$ cat config.mk
export PLATFORM = sky130hd
export DESIGN_NAME = hbs_window
export DESIGN_NICKNAME = d
export VERILOG_FILES = /design/src/rtl/hbs_pkg.sv /design/src/rtl/hbs_window.sv
export VERILOG_INCLUDE_DIRS = /design/src /design/src/rtl
export SDC_FILE = /design/constraint.sdc
export NUM_CORES = 1
export LEC_CHECK = 0
export BUFFER_PORTS_ARGS = -buffer_cell sky130_fd_sc_hd__buf_2
export CAP_MARGIN = 20
export CORE_MARGIN = 1
export CORE_UTILIZATION = 42
export CTS_CLUSTER_SIZE = 10
export DETAILED_ROUTE_END_ITERATION = 10
export GPL_ROUTABILITY_DRIVEN = 0
export HOLD_SLACK_MARGIN = 0.1
export MAX_ROUTING_LAYER = met4
export PLACE_DENSITY_LB_ADDON = 0.05
export SLEW_MARGIN = 0
export SYNTH_ARGS = -nofsm -noshare
export SYNTH_HDL_FRONTEND = slang
export SYNTH_SLANG_ARGS = --single-unit
$ cat constraint.sdc
create_clock -name clock -period 42 [get_ports clock]
set_input_delay 10.5 -clock clock [delete_from_list [all_inputs] [get_ports clock]]
set_output_delay 10.5 -clock clock [all_outputs]
set_load 0.03 [all_outputs]
$ cat src/rtl/heightmap_box_smoother_unit_macros.svh
// Assertion macros shared by the box smoother modules.
`ifndef HEIGHTMAP_BOX_SMOOTHER_UNIT_MACROS_SVH
`define HEIGHTMAP_BOX_SMOOTHER_UNIT_MACROS_SVH

// Consequent checked in the same cycle as the antecedent.
`define HBS_ASSERT_SAME(label, clk, rst, ante, cons, msg) \
   label: assert property (@(posedge clk) disable iff (rst) (ante) |-> (cons)) \
      else $error(msg);

// Consequent checked in the cycle after the antecedent.
`define HBS_ASSERT_NEXT(label, clk, rst, ante, cons, msg) \
   label: assert property (@(posedge clk) disable iff (rst) (ante) |=> (cons)) \
      else $error(msg);

`endif

$ cat src/rtl/hbs_pkg.sv
// Shared types, constants and helper functions of the box smoother.
`timescale 1ns / 1ps

package hbs_pkg;

   localparam int MAX_WIDTH   = 1024;
   localparam int MAX_DEPTH   = 1024;
   localparam int POS_W       = 10;
   localparam int DIM_W       = 11;
   localparam int CNT_W       = 11;
   localparam int BYTE_W      = 8;
   localparam int HEIGHT_W    = 16;
   localparam int SUM_W       = 20;
   localparam int CSR_ADDR_W  = 4;
   localparam int CSR_DATA_W  = 32;
   localparam int REQ_TDATA_W = 8;
   localparam int RSP_TDATA_W = 40;
   localparam int RSP_PAD_W   = RSP_TDATA_W - HEIGHT_W - 2 * POS_W;

   localparam logic [DIM_W-1:0] MIN_DIM         = 11'd2;
   localparam logic [DIM_W-1:0] GRID_WIDTH_RST  = 11'd256;
   localparam logic [DIM_W-1:0] GRID_DEPTH_RST  = 11'd256;
   localparam logic             USE_HEIGHTS_RST = 1'b1;

   // floor(x/9) == (x * DIV9_MUL) >> DIV9_SHIFT for every x below 2**20
   localparam logic [SUM_W-1:0] DIV9_MUL   = 20'd932068;
   localparam int               DIV9_SHIFT = 23;
   localparam logic [SUM_W-1:0] ROUND_BIAS = 20'd4;

   typedef enum logic [1:0] {
      REG_GRID_WIDTH    = 2'd0,
      REG_GRID_DEPTH    = 2'd1,
      REG_USE_HEIGHTMAP = 2'd2
   } csr_reg_type;

   typedef struct packed {
      logic [POS_W-1:0] row;
      logic [POS_W-1:0] col;
   } hbs_pos_type;

   // What one accepted item asks of the window stage.
   typedef struct packed {
      logic              sample;    // 1: height sample, 0: drain
      logic              emit;
      logic              interior;
      logic              last;
      logic [POS_W-1:0]  row;
      logic [POS_W-1:0]  col;
      logic [BYTE_W-1:0] raw_byte;
   } hbs_step_type;

   function automatic logic [DIM_W-1:0] clamp_dim(input logic [DIM_W-1:0] v,
                                                  input logic [DIM_W-1:0] hi);
      logic [DIM_W-1:0] r;
      r = v;
      if (v < MIN_DIM) r = MIN_DIM;
      else if (v > hi) r = hi;
      return r;
   endfunction

   function automatic hbs_pos_type advance_pos(input hbs_pos_type p,
                                               input logic [DIM_W-1:0] w,
                                               input logic [DIM_W-1:0] d);
      logic [DIM_W-1:0] c_nxt;
      logic [DIM_W-1:0] r_nxt;
      hbs_pos_type      q;
      c_nxt = DIM_W'(p.col) + DIM_W'(1);
      r_nxt = DIM_W'(p.row);
      if (c_nxt >= w) begin
         c_nxt = '0;
         r_nxt = r_nxt + DIM_W'(1);
      end
      if (r_nxt >= d) r_nxt = '0;
      q.row = r_nxt[POS_W-1:0];
      q.col = c_nxt[POS_W-1:0];
      return q;
   endfunction

   function automatic logic [POS_W-1:0] next_col(input logic [POS_W-1:0] c,
                                                 input logic [DIM_W-1:0] w);
      logic [DIM_W-1:0] c_nxt;
      c_nxt = DIM_W'(c) + DIM_W'(1);
      if (c_nxt >= w) c_nxt = '0;
      return c_nxt[POS_W-1:0];
   endfunction

   function automatic logic [HEIGHT_W-1:0] to_q88(input logic [BYTE_W-1:0] b);
      return {b, 8'h00};
   endfunction

endpackage

$ cat src/rtl/hbs_window.sv
// 3x3 window registers, mean calculation and result register.
`timescale 1ns / 1ps
`include "heightmap_box_smoother_unit_macros.svh"

module hbs_window import hbs_pkg::*; (
   input  logic                clock,
   input  logic                reset,
   input  logic                step_load,
   input  hbs_step_type        step_in,
   input  logic [BYTE_W-1:0]   raw_rd,
   input  logic [HEIGHT_W-1:0] f_rd,
   input  logic                use_heightmap,
   input  logic                rsp_ready,
   output logic                step_ready,
   output logic                f_we,
   output logic [POS_W-1:0]    f_waddr,
   output logic [HEIGHT_W-1:0] f_wdata,
   output logic                rsp_valid,
   output logic [HEIGHT_W-1:0] rsp_height,
   output logic [POS_W-1:0]    rsp_row,
   output logic [POS_W-1:0]    rsp_col,
   output logic                rsp_last
);

   hbs_step_type        s1_ff;
   logic                s1_valid_ff, s1_valid_in;
   logic                s1_go;

   logic                out_valid_ff, out_valid_in;
   logic [HEIGHT_W-1:0] out_height_ff;
   logic [POS_W-1:0]    out_row_ff;
   logic [POS_W-1:0]    out_col_ff;
   logic                out_last_ff;

   // raw bytes: centre point and the two previous samples (bottom row)
   logic [BYTE_W-1:0]   centre_ff;
   logic [BYTE_W-1:0]   bot_c_ff;
   logic [BYTE_W-1:0]   bot_l_ff;
   // finished values: row above and the point to the left
   logic [HEIGHT_W-1:0] top_c_ff;
   logic [HEIGHT_W-1:0] top_l_ff;
   logic [HEIGHT_W-1:0] left_ff;

   logic [SUM_W-1:0]    sum;
   logic [2*SUM_W-1:0]  prod;
   logic [HEIGHT_W-1:0] mean;
   logic [HEIGHT_W-1:0] value;

   always_comb begin
      s1_go      = s1_valid_ff && (!s1_ff.emit || !out_valid_ff || rsp_ready);
      step_ready = !s1_valid_ff || s1_go;

      s1_valid_in = s1_valid_ff;
      if (step_load) s1_valid_in = 1'b1;
      else if (s1_go) s1_valid_in = 1'b0;

      out_valid_in = out_valid_ff;
      if (s1_go && s1_ff.emit) out_valid_in = 1'b1;
      else if (rsp_ready) out_valid_in = 1'b0;
   end

   always_comb begin
      sum = SUM_W'(top_l_ff) + SUM_W'(top_c_ff) + SUM_W'(f_rd) +
            SUM_W'(left_ff) + SUM_W'(to_q88(centre_ff)) + SUM_W'(to_q88(raw_rd)) +
            SUM_W'(to_q88(bot_l_ff)) + SUM_W'(to_q88(bot_c_ff)) +
            SUM_W'(to_q88(s1_ff.raw_byte)) + ROUND_BIAS;
      prod  = (2 * SUM_W)'(sum) * (2 * SUM_W)'(DIV9_MUL);
      mean  = prod[DIV9_SHIFT +: HEIGHT_W];
      value = s1_ff.interior ? mean : to_q88(centre_ff);
   end

   assign f_we    = s1_go && s1_ff.emit;
   assign f_waddr = s1_ff.col;
   assign f_wdata = value;

   always_ff @(posedge clock) begin
      if (reset) begin
         s1_valid_ff  <= 1'b0;
         out_valid_ff <= 1'b0;
      end else begin
         s1_valid_ff  <= s1_valid_in;
         out_valid_ff <= out_valid_in;
      end
   end

   always_ff @(posedge clock) begin
      if (step_load) s1_ff <= step_in;
      if (s1_go) begin
         centre_ff <= raw_rd;
         if (s1_ff.sample) begin
            bot_l_ff <= bot_c_ff;
            bot_c_ff <= s1_ff.raw_byte;
         end
         if (s1_ff.emit) begin
            top_l_ff      <= top_c_ff;
            top_c_ff      <= f_rd;
            left_ff       <= value;
            out_height_ff <= use_heightmap ? value : '0;
            out_row_ff    <= s1_ff.row;
            out_col_ff    <= s1_ff.col;
            out_last_ff   <= s1_ff.last;
         end
      end
   end

   assign rsp_valid  = out_valid_ff;
   assign rsp_height = out_height_ff;
   assign rsp_row    = out_row_ff;
   assign rsp_col    = out_col_ff;
   assign rsp_last   = out_last_ff;

   `HBS_ASSERT_SAME(a_stall_holds_input, clock, reset, s1_valid_ff && s1_ff.emit && out_valid_ff && !rsp_ready, !step_ready, "window stage took an item while its result was blocked")
   `HBS_ASSERT_NEXT(a_emit_fills_result, clock, reset, s1_go && s1_ff.emit, out_valid_ff, "emitting item left no result")
   `HBS_ASSERT_SAME(a_interior_is_emit, clock, reset, s1_valid_ff && s1_ff.interior, s1_ff.emit && s1_ff.sample, "interior flag on an item that emits nothing")

endmodule

==> results.sh <==
export IMPL_status="finished, final reports clean"
export IMPL_setup_viol=0
export IMPL_antenna_found_initial=0
export IMPL_hold_viol_final=0
export IMPL_path_delay_family="adder cells"
export IMPL_die_area_mm2=0.0320
export IMPL_wl_um=29900
export IMPL_synth_ff_type="edfxtp_1"
export IMPL_arrival_ns=20.33
export IMPL_worstHoldEndpoint="rsp_row[8]"
export IMPL_grt_pass1_vias=8516
export IMPL_synth_seq_cells=143
export IMPL_nNetsFinal=1694
export IMPL_grt_max_degree=57
export IMPL_syn2layout_area_growth_pct=13.1
export IMPL_rr_endpoint="left_ff[13]"
export IMPL_crit_path_max_fanout=6
export IMPL_end_kind="output pin"
export IMPL_drc=0
export IMPL_drv_cap=0
export IMPL_cts_htree_levels=4
export IMPL_rows=64
export IMPL_dr_pass1_iters=5
export IMPL_initialDrtViolationCount=383
export IMPL_r2r_start="centre_ff[0]"
export IMPL_drv_slew=0
export IMPL_skew_ns=0.0147
export IMPL_syn_area_mm2=0.0131
export IMPL_grt_pass1_wl_um=46700
export IMPL_initial_utilization_pct=42.8
export IMPL_cp_slowest_stage_delay_ns=0.55
export IMPL_wire_per_inst_um=17.6
export IMPL_core_area_mm2=0.0307
export IMPL_hp_start="s1_ff[26]"
export IMPL_grt_usage_pct=20.4
export IMPL_ys_async_sr_fraction_pct=0
export IMPL_cts_buffers_inserted=17
export IMPL_r2r_cells=33
export IMPL_critPathKind="in -> out"
export IMPL_postCtsResizedCells=0
export IMPL_path_buf_inv=9
export IMPL_synth_edff_count=141
export IMPL_clk_latency_ns=0.43
export IMPL_required_ns=31.50
export IMPL_synthTopCellsByArea="edfxtp_1, fa_1, ha_1"
export IMPL_ys_seq_area_share_pct=32.5
export IMPL_cpMaxStageDelayCell="fa_1"
export IMPL_dp_hpwl_um=25700
export IMPL_postSynthNetCount=1569
export IMPL_io_pins=127
export IMPL_clk_pin_slew_worst_paths_ns=0.06
export IMPL_slew_headroom_pct=32.8
export IMPL_cts_sinks=143
export IMPL_layout_common_cells="inv_1, ha_1, fa_1, edfxtp_1, buf_2"
export IMPL_holdPathStages=0
export IMPL_worst_pin_slew_ns=0.998
export IMPL_root_buffer="clkbuf_16"
export IMPL_vias=8342
export IMPL_netlist_area_leader_share_pct=32.2
export IMPL_drive_gt1_share_pct=13.1
export IMPL_yosys_warnings=0
export IMPL_fillers=2838
export IMPL_port_buffers=126
export IMPL_synth_cell_types=58
export IMPL_cts_setup_buffers=0
export IMPL_max_freq_mhz=32.4
export IMPL_cts_tree="yes"
export IMPL_mostFrequentLayoutCell="inv_1"
export IMPL_critPathLaunchType="primary input"
export IMPL_ant_nets=0
export IMPL_synth_area_leader_cell="edfxtp_1"
export IMPL_period_share_pct=73.4
export IMPL_cp_common_cell="fa_1"
export IMPL_die_x_um=179
export IMPL_grt_overflow_total=0
export IMPL_syn_inst=1171
export IMPL_period_minus_slack_ns=30.83
export IMPL_finalSetupTns_ns=0
export IMPL_min_path_type="reg -> reg"
export IMPL_antennaDiodeCount=0
export IMPL_die_h_um=179
export IMPL_r2r_slack_ns=31.79
export IMPL_cts_hold_buf=0
export IMPL_clock_path_buffers=2
export IMPL_syn_avg_cell_area_um2=11.2
export IMPL_via_per_inst=4.89
export IMPL_rsz0062_at_grt="no"
-- area by class of cell --
| cell class | count | area [um2] | area share, % |
|---|---|---|---|
| Clock buffer | 18 | 429 | 2.89 |
| Clock inverter | 14 | 264 | 1.78 |
| Multi-Input combinational cell | 694 | 7570 | 51.0 |
| Tap cell | 396 | 495 | 3.34 |
| Inverter | 311 | 1170 | 7.86 |
| Sequential cell | 143 | 4270 | 28.8 |
| Timing Repair Buffer | 129 | 653 | 4.40 |
-- how the worst max path moves through the flow --
stage | from | end | cells past startpoint
floorplan | f_rd[3] | f_wdata[8] | 34
global placement | f_rd[3] | f_wdata[13] | 37
detailed placement | raw_rd[2] | f_wdata[13] | 34
CTS | raw_rd[2] | f_wdata[13] | 34
global route | f_rd[3] | f_wdata[13] | 37
finish | raw_rd[2] | f_wdata[13] | 34
-- registers in the layout (all words and copies together), names as in the netlist --
signal	cells
rsp_col	10
s1_valid_ff	1
top_c_ff	16
s1_ff	22
rsp_height	16
f_waddr	10
bot_c_ff	8
top_l_ff	16
centre_ff	8
bot_l_ff	8
rsp_valid	1
rsp_last	1
left_ff	16
rsp_row	10
-- layer usage --
metal	vias up	part of all wire (%)	track usage, %
li1	4073	-	-
met1	4107	46	26.4
met2	143	50	33.8
met3	19	3.3	3.65
met4	0	0.93	3.43
met5	-	0	-
-- synthesized netlist by cell type (6+ instances only) --
cell type    n
and3_1       8
nand3_1     16
xor2_1      19
fa_1       155
nand2b_1     7
nor3_1      16
o21ai_0     21
nand2_1     35
and2_1      16
a21oi_1     47
buf_4       11
nand4_1     10
nor2_1      37
a21o_1      22
a31oi_1      7
ha_1       182
edfxtp_1   141
xnor2_1     16
clkbuf_1    11
nor3b_1      6
inv_1      311
nor2b_1      8
-- logic make-up after synthesis --
| kind of cell | synth area share, % |
|---|---|
| adders and majority gates | 41.0 |
| buffers and inverters | 9.87 |
| and+or+nand+nor | 6.87 |
| AOI/OAI and AO/OA | 7.15 |
| DFF | 32.5 |
| xor gates and xnor gates | 2.46 |
| muxes | 0.152 |
-- per-stage QoR --
step	hold WS [ns]	cell area (um2)	utilization [%]	setup slack (ns)	std cells
6_report	0.417	14900	48.4	11.17	1705
5_1_grt	0.424	14900	48.4	10.51	1705
4_1_cts	0.419	14900	48.4	11.17	1705
3_3_place_gp	0.400	14200	46.2	11.27	1673
3_5_place_dp	0.405	14200	46.2	11.21	1673
2_1_floorplan	0.400	13100	-	12.42	1171
Power is not shown: default switching activity piles up to over one toggle a cycle in this logic, so the estimate is an artifact.
