--- src/rtl/heightmap_box_smoother_unit_macros.svh ---
// Assertion macros shared by the box smoother modules.
`ifndef HEIGHTMAP_BOX_SMOOTHER_UNIT_MACROS_SVH
`define HEIGHTMAP_BOX_SMOOTHER_UNIT_MACROS_SVH

// Consequent checked in the same cycle as the antecedent.
`define HBS_ASSERT_SAME(label, clk, rst, ante, cons, msg) \
   label: assert property (@(posedge clk) disable iff (rst) (ante) |-> (cons)) \
      else $error(msg);

// Consequent checked in the cycle after the antecedent.
`define HBS_ASSERT_NEXT(label, clk, rst, ante, cons, msg) \
   label: assert property (@(posedge clk) disable iff (rst) (ante) |=> (cons)) \
      else $error(msg);

`endif

--- src/rtl/hbs_pkg.sv ---
// Shared types, constants and helper functions of the box smoother.
`timescale 1ns / 1ps

package hbs_pkg;

   localparam int MAX_WIDTH   = 1024;
   localparam int MAX_DEPTH   = 1024;
   localparam int POS_W       = 10;
   localparam int DIM_W       = 11;
   localparam int CNT_W       = 11;
   localparam int BYTE_W      = 8;
   localparam int HEIGHT_W    = 16;
   localparam int SUM_W       = 20;
   localparam int CSR_ADDR_W  = 4;
   localparam int CSR_DATA_W  = 32;
   localparam int REQ_TDATA_W = 8;
   localparam int RSP_TDATA_W = 40;
   localparam int RSP_PAD_W   = RSP_TDATA_W - HEIGHT_W - 2 * POS_W;

   localparam logic [DIM_W-1:0] MIN_DIM         = 11'd2;
   localparam logic [DIM_W-1:0] GRID_WIDTH_RST  = 11'd256;
   localparam logic [DIM_W-1:0] GRID_DEPTH_RST  = 11'd256;
   localparam logic             USE_HEIGHTS_RST = 1'b1;

   // floor(x/9) == (x * DIV9_MUL) >> DIV9_SHIFT for every x below 2**20
   localparam logic [SUM_W-1:0] DIV9_MUL   = 20'd932068;
   localparam int               DIV9_SHIFT = 23;
   localparam logic [SUM_W-1:0] ROUND_BIAS = 20'd4;

   typedef enum logic [1:0] {
      REG_GRID_WIDTH    = 2'd0,
      REG_GRID_DEPTH    = 2'd1,
      REG_USE_HEIGHTMAP = 2'd2
   } csr_reg_type;

   typedef struct packed {
      logic [POS_W-1:0] row;
      logic [POS_W-1:0] col;
   } hbs_pos_type;

   // What one accepted item asks of the window stage.
   typedef struct packed {
      logic              sample;    // 1: height sample, 0: drain
      logic              emit;
      logic              interior;
      logic              last;
      logic [POS_W-1:0]  row;
      logic [POS_W-1:0]  col;
      logic [BYTE_W-1:0] raw_byte;
   } hbs_step_type;

   function automatic logic [DIM_W-1:0] clamp_dim(input logic [DIM_W-1:0] v,
                                                  input logic [DIM_W-1:0] hi);
      logic [DIM_W-1:0] r;
      r = v;
      if (v < MIN_DIM) r = MIN_DIM;
      else if (v > hi) r = hi;
      return r;
   endfunction

   function automatic hbs_pos_type advance_pos(input hbs_pos_type p,
                                               input logic [DIM_W-1:0] w,
                                               input logic [DIM_W-1:0] d);
      logic [DIM_W-1:0] c_nxt;
      logic [DIM_W-1:0] r_nxt;
      hbs_pos_type      q;
      c_nxt = DIM_W'(p.col) + DIM_W'(1);
      r_nxt = DIM_W'(p.row);
      if (c_nxt >= w) begin
         c_nxt = '0;
         r_nxt = r_nxt + DIM_W'(1);
      end
      if (r_nxt >= d) r_nxt = '0;
      q.row = r_nxt[POS_W-1:0];
      q.col = c_nxt[POS_W-1:0];
      return q;
   endfunction

   function automatic logic [POS_W-1:0] next_col(input logic [POS_W-1:0] c,
                                                 input logic [DIM_W-1:0] w);
      logic [DIM_W-1:0] c_nxt;
      c_nxt = DIM_W'(c) + DIM_W'(1);
      if (c_nxt >= w) c_nxt = '0;
      return c_nxt[POS_W-1:0];
   endfunction

   function automatic logic [HEIGHT_W-1:0] to_q88(input logic [BYTE_W-1:0] b);
      return {b, 8'h00};
   endfunction

endpackage

--- src/rtl/hbs_ctrl.sv ---
// Raster position tracking and per-item decisions of the box smoother.
`timescale 1ns / 1ps
`include "heightmap_box_smoother_unit_macros.svh"

module hbs_ctrl import hbs_pkg::*; (
   input  logic               clock,
   input  logic               reset,
   input  logic               accept,
   input  logic               op,
   input  logic [BYTE_W-1:0]  sample,
   input  logic [DIM_W-1:0]   width,
   input  logic [DIM_W-1:0]   depth,
   output logic               step_active,
   output hbs_step_type       step,
   output logic               raw_we,
   output logic [POS_W-1:0]   raw_waddr,
   output logic [POS_W-1:0]   raw_raddr,
   output logic [POS_W-1:0]   f_raddr
);

   hbs_pos_type      in_pos_ff,  in_pos_in;
   hbs_pos_type      out_pos_ff, out_pos_in;
   logic [CNT_W-1:0] pending_ff, pending_in;

   logic             full;
   logic             emit;
   logic             inner;
   logic             last;
   logic [DIM_W:0]   thresh;
   logic [DIM_W-1:0] orow;
   logic [DIM_W-1:0] ocol;

   always_comb begin
      orow   = DIM_W'(out_pos_ff.row);
      ocol   = DIM_W'(out_pos_ff.col);
      thresh = {1'b0, width} + (DIM_W + 1)'(1);
      // input wrapped to the origin with points still owed: grid complete
      full   = (in_pos_ff.row == '0) && (in_pos_ff.col == '0) && (pending_ff != '0);
      step_active = op ? full : !full;
      emit   = op ? full : (!full && ({1'b0, pending_ff} >= thresh));
      inner  = (orow != '0) && (orow + DIM_W'(1) < depth) &&
               (ocol != '0) && (ocol + DIM_W'(1) < width);
      last   = (orow == depth - DIM_W'(1)) && (ocol == width - DIM_W'(1));
   end

   always_comb begin
      step.sample   = !op;
      step.emit     = emit;
      step.interior = !op && emit && inner;
      step.last     = last;
      step.row      = out_pos_ff.row;
      step.col      = out_pos_ff.col;
      step.raw_byte = sample;
      raw_we        = accept && step_active && !op;
      raw_waddr     = in_pos_ff.col;
      // drains fetch the raw point right of the one being flushed
      raw_raddr     = op ? next_col(out_pos_ff.col, width) : in_pos_ff.col;
      f_raddr       = next_col(out_pos_ff.col, width);
   end

   always_comb begin
      in_pos_in  = in_pos_ff;
      out_pos_in = out_pos_ff;
      pending_in = pending_ff;
      if (accept && step_active) begin
         if (emit) out_pos_in = advance_pos(out_pos_ff, width, depth);
         if (op) begin
            pending_in = pending_ff - CNT_W'(1);
         end else begin
            if (!emit) pending_in = pending_ff + CNT_W'(1);
            in_pos_in = advance_pos(in_pos_ff, width, depth);
         end
      end
   end

   always_ff @(posedge clock) begin
      if (reset) begin
         in_pos_ff  <= '0;
         out_pos_ff <= '0;
         pending_ff <= '0;
      end else begin
         in_pos_ff  <= in_pos_in;
         out_pos_ff <= out_pos_in;
         pending_ff <= pending_in;
      end
   end

   `HBS_ASSERT_NEXT(a_full_sample_ignored, clock, reset, accept && !op && full, $stable(in_pos_ff) && $stable(pending_ff), "sample after a complete grid moved the input position")
   `HBS_ASSERT_NEXT(a_empty_drain_ignored, clock, reset, accept && op && (pending_ff == '0), (pending_ff == '0) && $stable(out_pos_ff), "drain with nothing owed changed state")

endmodule

--- config.mk ---
export PLATFORM = sky130hd
export DESIGN_NAME = hbs_ctrl
export DESIGN_NICKNAME = d
export VERILOG_FILES = /design/src/rtl/hbs_pkg.sv /design/src/rtl/hbs_ctrl.sv
export VERILOG_INCLUDE_DIRS = /design/src /design/src/rtl
export SDC_FILE = /design/constraint.sdc
export NUM_CORES = 1
export LEC_CHECK = 0
export ABC_AREA = 1
export BUFFER_PORTS_ARGS = -buffer_cell sky130_fd_sc_hd__buf_2
export CORE_AREA = 4 4 100 174
export DETAILED_ROUTE_END_ITERATION = 10
export DIE_AREA = 0 0 104 178
export PLACE_DENSITY = 0.59
export SKIP_LAST_GASP = 1
export SYNTH_ARGS = -nofsm -noshare
export SYNTH_HDL_FRONTEND = slang
export SYNTH_SLANG_ARGS = --single-unit
export TNS_END_PERCENT = 1
--- constraint.sdc ---
create_clock -name clock -period 4.75 [get_ports clock]
set_input_delay 0.95 -clock clock [delete_from_list [all_inputs] [get_ports clock]]
set_output_delay 0.95 -clock clock [all_outputs]
set_load 0.1 [all_outputs]
==> results.cfg, run 1 <==
[timing]
post-route-period-util_pct = 92.8
fin_worst_skew_ns = 0.00902
tns_ns = 0
setup_viol = 0
final_hold_viol_count = 0
relSlewSlack_pct = 65.8
drv_slew = 0
rsz0062_at_grt = true
min_period_ns = 4.41
holdWs_ns = 0.556
tightestPinTransition_ns = 0.513
max_freq_mhz = 227

[yosys]
syn_avg_cell_area_um2 = 6.25
synthFlopType = dfxtp_1
syn_inst = 1060
async_flop_share_pct = 0
synth.distinct_cells = 45
ys_warn_count = 0
synthesis.nets = 1181
synthTopCellsByArea = ha_1, dfxtp_1, nand2_1
synth_seq_cells = 51
yosysTopAreaCell = ha_1
synth_area_um2 = 6630
synth-edff-count = 0
ys_seq_area_share_pct = 15.4
synth_top_area_share_pct = 16.2

[placement]
place_congestion = 0.971
port_buffers = 81
hpwl_um = 18800
place_area_um2 = 7460
dp.cells = 1298

[clock_network]
ctsHoldBuffers = 0
htree_levels = 2
clock-sinks = 51
post_cts_buffers = 0
clkLatencyLatePin_ns = 0.30
cts_repair_resize_count = 0
cts_made_buffers = 5
max-clock-path-buffers = 2
cts_tree = yes
clkTransAtPathRegs_ns = 0.08
cts_root_buf = clkbuf_16

[floorplanning]
die_width_um = 104
die-area_um2 = 18500
core_area_um2 = 15900
rows = 61
start_util_pct = 41.8
io_pins = 98
fp.dieH_um = 178

[layout]
syn_to_final_growth_pct = 15.4
fillCellCount = 1705
drive_gt1_share_pct = 13.5
design_area_um2 = 7650
final_cells = 1306
antenna_cells = 0
nets = 1237

[critical_path]
worstPathArrival_ns = 3.46
startpoint_type = primary input
worstPathMaxFanout = 6
worst_setup_path_end_kind = output pin
crit_slowest_cell = ha_1
worstPathRequired_ns = 3.80
critPathMaxStageDelay_ns = 0.33
worstSetupPathType = in2out
crit_chain = buf_2 -> ha_1 -> nand2_1 -> nor2_1 -> inv_1 -> nor2_1 -> inv_1 -> nor3_1 -> xor2_1 -> ha_1 -> nand2_1 -> nor2_1 -> nand3_1 -> nand3_2 -> nand2_4 -> nor2_2 -> buf_12
cp_common_cell = nor2_1

[route]
antenna_left = 0
wl_per_cell_um = 17.4
totalWireLength_um = 22700
drt_pre_antenna_iters = 5
via_per_inst = 5.33
drc = 0
num_vias = 6955
drt_iter0_drc = 344

[power]
power_mw = 2.81
leakage_nw = 4.06
power_density_nw_per_um2 = 367
peakVddDrop_uv = 252

[global_route]
grt_use_total_pct = 24.3
grt_pass1_vias = 6630
grt_max_degree = 41
overflow = 0
grt_pass1_wl_um = 35100
antenna_found_initial = 0

[outcome]
status = completed

[min_path]
hold_class = reg2reg

[flow_run]
cap_violations = 0
## cell type report
cell class | count | area, um2 | area share, %
clock buffers | 6 | 139 | 1.82
repair buffers | 101 | 886 | 11.6
multi-input cells | 814 | 4800 | 62.7
clock inverters | 2 | 35.0 | 0.458
inverters | 143 | 537 | 7.02
flip-flops and latches | 51 | 1020 | 13.3
well taps | 189 | 236 | 3.09
## cell usage after synthesis (all sizes together) (2+ instances only)
library cell  number
nand3             89
nor3              12
a31oi              3
a21oi             78
or2                2
nand4             28
o21a               3
xor2              49
a21o               2
o21ai             48
xnor2             11
buf               38
xnor3              2
nand3b             2
inv              143
ha                86
nor4               6
clkbuf            14
nand2            245
nor2             134
dfxtp             51
and2               6
## cells by family after synthesis
family                     count (synthesis)  synth area share, %
and+or+nand+nor                          526                 34.9
buffers and inverters                    195                 13.1
AOI/OAI and AO/OA                        139                 11.5
adders and majority gates                 87                 16.5
xor gates and xnor gates                  62                 8.61
DFF                                       51                 15.4
## critical path, delay by kind of cell
kind,cells,cell delay (ns)
buffers and inverters,4,0.54
adders and majority gates,2,0.55
and+or+nand+nor,10,1.26
xor gates and xnor gates,1,0.13
## path summary, 6_finish.rpt
| check | from | slack (ns) | endpoint | depth (start not counted) |
|---|---|---|---|---|
| worst max register to register | raw_waddr[1]$_SDFFE_PP0P_ | 0.50 | in_pos_ff[15]$_SDFFE_PP0P_ | 23 |
| worst min-delay path | pending_ff[8]$_SDFFE_PP0P_ | 0.56 | pending_ff[8]$_SDFFE_PP0P_ | 2 |
| worst min register to register | pending_ff[8]$_SDFFE_PP0P_ | 0.56 | pending_ff[8]$_SDFFE_PP0P_ | 2 |
| worst max-delay path | width[0] | 0.34 | step[29] | 17 |
## report_power, final
| group | internal (mW) | total (mW) | switching [mW] | leakage, nW |
|---|---|---|---|---|
| combinational | 0.539 | 1.78 | 1.24 | 3.56 |
| sequential | 0.491 | 0.582 | 0.0905 | 0.416 |
| clock | 0.263 | 0.446 | 0.183 | 0.0868 |
## per-stage QoR
| stage | util [%] | setup WS (ns) |
|---|---|---|
| floorplan | - | -0.293 |
| global placement | 47.0 | 0.320 |
| detailed placement | 47.0 | 0.341 |
| CTS | 48.1 | 0.287 |
| global route | 48.2 | 0.000238 |
| finish | 48.2 | 0.341 |
## registers in the layout, summed over array words and instances, names as in the netlist
register,flops
in_pos_ff,10
pending_ff,11
raw_waddr,10
step,20
## cells in the final DEF, fill, tap and decap left out, types with 2 or more instances in the layout
cell       count
nand2_1      237
inv_1        139
nor2_1       126
ha_1          86
nand3_1       85
a21oi_1       75
buf_2         59
dfxtp_1       51
xor2_1        49
o21ai_0       38
nand4_1       27
buf_12        22
buf_4         20
nor3_1        12
xnor2_1       11
o21ai_2       10
nor4_1         6
and2_1         6
nor2_2         5
nand2_2        5
clkbuf_16      5
inv_2          4
nand3_2        4
nor2_4         3
o21a_1         3
nand2_4        3
nand3b_1       2
a31oi_1        2
xnor3_1        2
a21o_1         2
a21oi_2        2
## routing by layer
metal | share of wire, % | global-route usage (%)
met5 | 0 | 0
met1 | 36 | 24.1
met2 | 54 | 47.9
met3 | 3.8 | 2.50
met4 | 6.0 | 15.1
(Power assumes the default switching activity.)
==> inputs of run 2 (changes only) <==
CELL_PAD_IN_SITES_DETAIL_PLACEMENT = 1   (was not set)
CELL_PAD_IN_SITES_GLOBAL_PLACEMENT = 1   (was not set)
CORE_AREA = 4 4 102 176   (was 4 4 100 174)
DIE_AREA = 0 0 106 180   (was 0 0 104 178)
HOLD_SLACK_MARGIN = 0.08   (was not set)
PLACE_DENSITY = 0.78   (was 0.59)
==> results.cfg, run 2 (synthesis gave the netlist of run 1 again) <==
[outcome]
status = completed

[timing]
max_freq_mhz = 227
final_hold_viol_count = 0
relSlewSlack_pct = 55.7
setup_viol = 0
rsz0062_at_grt = true
fin_worst_skew_ns = 0.0153
tightestPinTransition_ns = 0.664
holdWs_ns = 0.541
min_period_ns = 4.40
drv_slew = 0
fin_ws_ns = 0.346
tns_ns = 0
post-route-period-util_pct = 92.7

[critical_path]
worstRegToRegCells = 23
startpoint_type = flop
path_buf_inv = 2
worstPathArrival_ns = 4.65
cp_common_cell = a21oi_1
critical_path.startpoint = raw_waddr[0]$_SDFFE_PP0P_
worstSetupPathType = reg2reg
critPathMaxStageDelay_ns = 0.44
endpoint = in_pos_ff[12]$_SDFFE_PP0P_
crit_chain = ha_1 -> nand2_1 -> nor2_1 -> nand4_1 -> or2_2 -> nor2_1 -> ha_1 -> a21oi_1 -> o21ai_0 -> a31oi_4 -> nand2_4 -> o21ai_0 -> nand2_1 -> inv_1 -> ha_1 -> a21oi_1 -> o21ai_0 -> nand3_1 -> nand3_1 -> a21oi_1 -> buf_4 -> nand3_1 -> a21oi_1
path_depth = 23
worst_setup_path_end_kind = flop
path_delay_family = simple AND/OR/NAND/NOR gates
worstPathMaxFanout = 13
r2r-end = in_pos_ff[12]$_SDFFE_PP0P_
worstPathRequired_ns = 5.00
rr_startpoint = raw_waddr[0]$_SDFFE_PP0P_
r2r_slack_ns = 0.35
crit_slowest_cell = dfxtp_2

[clock_network]
htree_levels = 2
max-clock-path-buffers = 2
cts_made_buffers = 5
clkTransAtPathRegs_ns = 0.08
cts_tree = yes
clkLatencyLatePin_ns = 0.31
ctsHoldBuffers = 0
cts_root_buf = clkbuf_16
clock-sinks = 51

[power]
switching_share_pct = 55.9
power_density_nw_per_um2 = 361
p_clk_share_pct = 13.8
seq_power_share_pct = 21.2
comb_power_share_pct = 65.1
power.internal_mw = 1.22
peakVddDrop_uv = 256
power_mw = 2.77
leakage_nw = 4.05
p_sw_mw = 1.55

[route]
totalWireLength_um = 24800
via_per_inst = 5.33
drt_pre_antenna_iters = 4
wl_per_cell_um = 18.5
num_vias = 7143
antenna_left = 0
drt_iter0_drc = 275
drc = 0

[placement]
hpwl_um = 20800
port_buffers = 81
dp.cells = 1332
post-place-ws_ns = -0.0612
place_area_um2 = 7500
place_congestion = 0.994

[layout]
final_cells = 1341
largest_reg_flops = 20
nets = 1238
final_cell_mix = nand2_1, inv_1, nor2_1
final_util_pct = 46.7
syn_to_final_growth_pct = 15.8
drive_gt1_share_pct = 13.7
design_area_um2 = 7680
antenna_cells = 0
layout_commonest_cell = nand2_1

[floorplanning]
die-area_um2 = 19100
rows = 62
io_pins = 98
die_width_um = 106
start_util_pct = 40.3
fp.dieH_um = 180
core_area_um2 = 16400

[min_path]
hp-start = raw_waddr[1]$_SDFFE_PP0P_
hold_class = reg2reg

[global_route]
overflow = 0
grt_pass1_wl_um = 39600
grt_use_total_pct = 26.3
grt_max_degree = 34
antenna_found_initial = 0
grt_pass1_vias = 7661
use_met2_pct = 51.7
globalRouteMet3Util_pct = 3.12
use_met1_pct = 25.2
grt-busiest-layer = met2

[flow_run]
cap_violations = 0
run 2: metal layers:
layer,routed length [um],vias up
met4,1640,0
li1,-,3534
met1,8710,3422
met2,13900,125
met5,0,-
met3,600,62
run 2: power by group through the flow:
stage	combinational, mW	sequential, mW	clock, mW
6_report	1.81	0.587	0.382
5_1_grt	1.96	0.599	0.411
4_1_cts	1.82	0.584	0.390
3_5_place_dp	1.80	0.595	0
3_3_place_gp	1.78	0.594	0
2_1_floorplan	1.15	0.770	0
run 2: worst min path at each step:
stage / endpoint / slack, ns / depth (start not counted)
after floorplan: raw_waddr[8]$_SDFFE_PP0P_ / 0.48 / 2
final: raw_waddr[1]$_SDFFE_PP0P_ / 0.54 / 2
after CTS: pending_ff[0]$_SDFFE_PP0P_ / 0.55 / 2
after detailed placement: raw_waddr[8]$_SDFFE_PP0P_ / 0.54 / 2
after global routing: raw_waddr[1]$_SDFFE_PP0P_ / 0.56 / 2
after global placement: raw_waddr[8]$_SDFFE_PP0P_ / 0.52 / 2
run 2: what timing repair did:
item / 4_1_cts / 5_1_grt
setup endpoints to repair: 10 / 34
resized for setup: 2 / 5
buffers inserted: 0 / 2
run 2: worst register-to-register path, cell delays in order (launching register included):
cell     delay, ns
dfxtp_2       0.44
ha_1          0.24
nand2_1       0.09
nor2_1        0.20
nand4_1       0.14
or2_2         0.32
nor2_1        0.26
ha_1          0.35
a21oi_1       0.15
o21ai_0       0.15
a31oi_4       0.25
nand2_4       0.17
o21ai_0       0.17
nand2_1       0.15
inv_1         0.08
ha_1          0.23
a21oi_1       0.12
o21ai_0       0.09
nand3_1       0.07
nand3_1       0.07
a21oi_1       0.13
buf_4         0.21
nand3_1       0.11
a21oi_1       0.14
run 2: cell type report:
class	instances	area, um2
Clock inverter	2	13.8
Inverter	143	539
Clock buffer	5	125
Sequential cell	51	1020
Timing Repair Buffer	102	893
Tap cell	224	280
Fill cell	2277	8770
Multi-Input combinational cell	814	4800
==> inputs of run 3 (changes only) <==
CORE_AREA = 2 2 100 174   (was 4 4 102 176)
DIE_AREA = 0 0 102 176   (was 0 0 106 180)
==> results.cfg, run 3 (synthesis gave the netlist of run 1 again) <==
[power]
p_sw_mw = 1.54
leakage_nw = 4.11
power.internal_mw = 1.23
p_clk_share_pct = 13.4
switching_share_pct = 55.5
seq_power_share_pct = 20.9
power_density_nw_per_um2 = 358
comb_power_share_pct = 65.7
peakVddDrop_uv = 244
power_mw = 2.77

[timing]
final_hold_viol_count = 0
rsz0062_at_grt = true
holdWs_ns = 0.534
tightestPinTransition_ns = 0.695
setup_viol = 0
max_freq_mhz = 225
relSlewSlack_pct = 53.6
fin_worst_skew_ns = 0.00923
post-route-period-util_pct = 93.7
min_period_ns = 4.45
drv_slew = 0

[route]
wl_per_cell_um = 18.2
antenna_left = 0
drt_pre_antenna_iters = 4
num_vias = 7182
totalWireLength_um = 24500
drc = 0
via_per_inst = 5.32
drt_iter0_drc = 186

[clock_network]
clkTransAtPathRegs_ns = 0.07
clkLatencyLatePin_ns = 0.30
max-clock-path-buffers = 2
cts_root_buf = clkbuf_16
cts_made_buffers = 5
clock-sinks = 51
cts_tree = yes
htree_levels = 2

[min_path]
hold_path_depth = 2
hold_class = reg2reg

[layout]
antenna_cells = 0
layout_commonest_cell = nand2_1
drive_gt1_share_pct = 14.3
final_cell_mix = nand2_1, inv_1, nor2_1
syn_to_final_growth_pct = 16.9
nets = 1248
largest_reg_flops = 20

[outcome]
status = completed

[critical_path]
worst_setup_path_end_kind = output pin
worstPathMaxFanout = 12
worstPathRequired_ns = 3.80
worstPathArrival_ns = 3.50
worstSetupPathType = reg2out
startpoint_type = flop
worstRegToRegCells = 24
r2r_slack_ns = 0.46

[floorplanning]
rows = 62
fp.dieH_um = 176
core_area_um2 = 16400
io_pins = 98
die_width_um = 102
start_util_pct = 40.3
die-area_um2 = 18000

[global_route]
use_met2_pct = 53.9
antenna_found_initial = 0
grt-busiest-layer = met2
grt_pass1_wl_um = 39000
overflow = 0
use_met1_pct = 27.2
grt_pass1_vias = 7506
grt_max_degree = 41
globalRouteMet3Util_pct = 3.33
grt_use_total_pct = 28.1

[placement]
port_buffers = 81
hpwl_um = 20600
place_congestion = 0.976

[flow_run]
cap_violations = 0
## run 3: cell count changes in the layout (fill, tap and decap cells not counted)
cell / delta
buf_4: +10
dfxtp_1: +2
dfxtp_2: -2
nand2_2: +1
nand2_4: -1
nor2_1: -1
nor2_4: +1
nor3b_1: +1
nor3b_2: -1
## run 3: power by group through the flow
stage               registers [mW]  clock network [mW]  logic, mW
finish                       0.578               0.372       1.82
floorplan                    0.770                   0       1.15
CTS                          0.578               0.384       1.82
global placement             0.584                   0       1.78
global route                 0.588               0.397       1.98
detailed placement           0.587                   0       1.81
## run 3: worst paths after layout
kind,from,to
min reg2reg,raw_waddr[8]$_SDFFE_PP0P_,raw_waddr[8]$_SDFFE_PP0P_
min,raw_waddr[8]$_SDFFE_PP0P_,raw_waddr[8]$_SDFFE_PP0P_
max,step[8]$_SDFFE_PP0P_,raw_raddr[9]
max reg2reg,step[8]$_SDFFE_PP0P_,step[19]$_SDFFE_PP0P_
## run 3: critical path, stage by stage, from the launching register on
cell and delay (ns):
dfxtp_1 0.35, ha_1 0.19, nand3_1 0.17, nor3b_1 0.31, nand2_1 0.16, xor2_1 0.16
inv_1 0.07, ha_1 0.30, a21oi_1 0.14, o21ai_0 0.17, nor2_4 0.16, nand3_2 0.18
inv_4 0.20, nand2_1 0.21, o21ai_2 0.23, buf_12 0.20
## run 3: stage by stage
step / utilization, % / std cells / TNS, ns / worst slack, ns / cell area, um2
final: 47.1 / 1351 / 0 / 0.300 / 7750
after global routing: 47.1 / 1351 / -0.0213 / -0.0126 / 7750
after CTS: 47.0 / 1351 / 0 / 0.170 / 7730
after detailed placement: 46.1 / 1344 / 0 / 0.289 / 7590
after global placement: 46.1 / 1344 / 0 / 0.418 / 7590
after floorplan: - / 1060 / -3.32 / -0.293 / 6670
## run 3: what timing repair did
item / CTS / global route
setup buffers: 0 / 0
gates resized for setup: 0 / 5
setup endpoints to repair: 0 / 30
hold buffers: 0 / 0
## run 3: layout make-up
cell class                 instances  area [um2]
clock buffer                       5         125
clock inverter                     2        13.8
fill                            2237        8700
inverter                         143         539
multi-input combinational        814        4800
sequential                        51        1020
tap                              224         280
timing repair buffer             112         968
## run 3: routing by layer
layer / part of all wire, % / wire length, um
met4: 7.3 / 1800
met1: 35 / 8570
met3: 3.1 / 755
met2: 55 / 13400
met5: 0 / 0
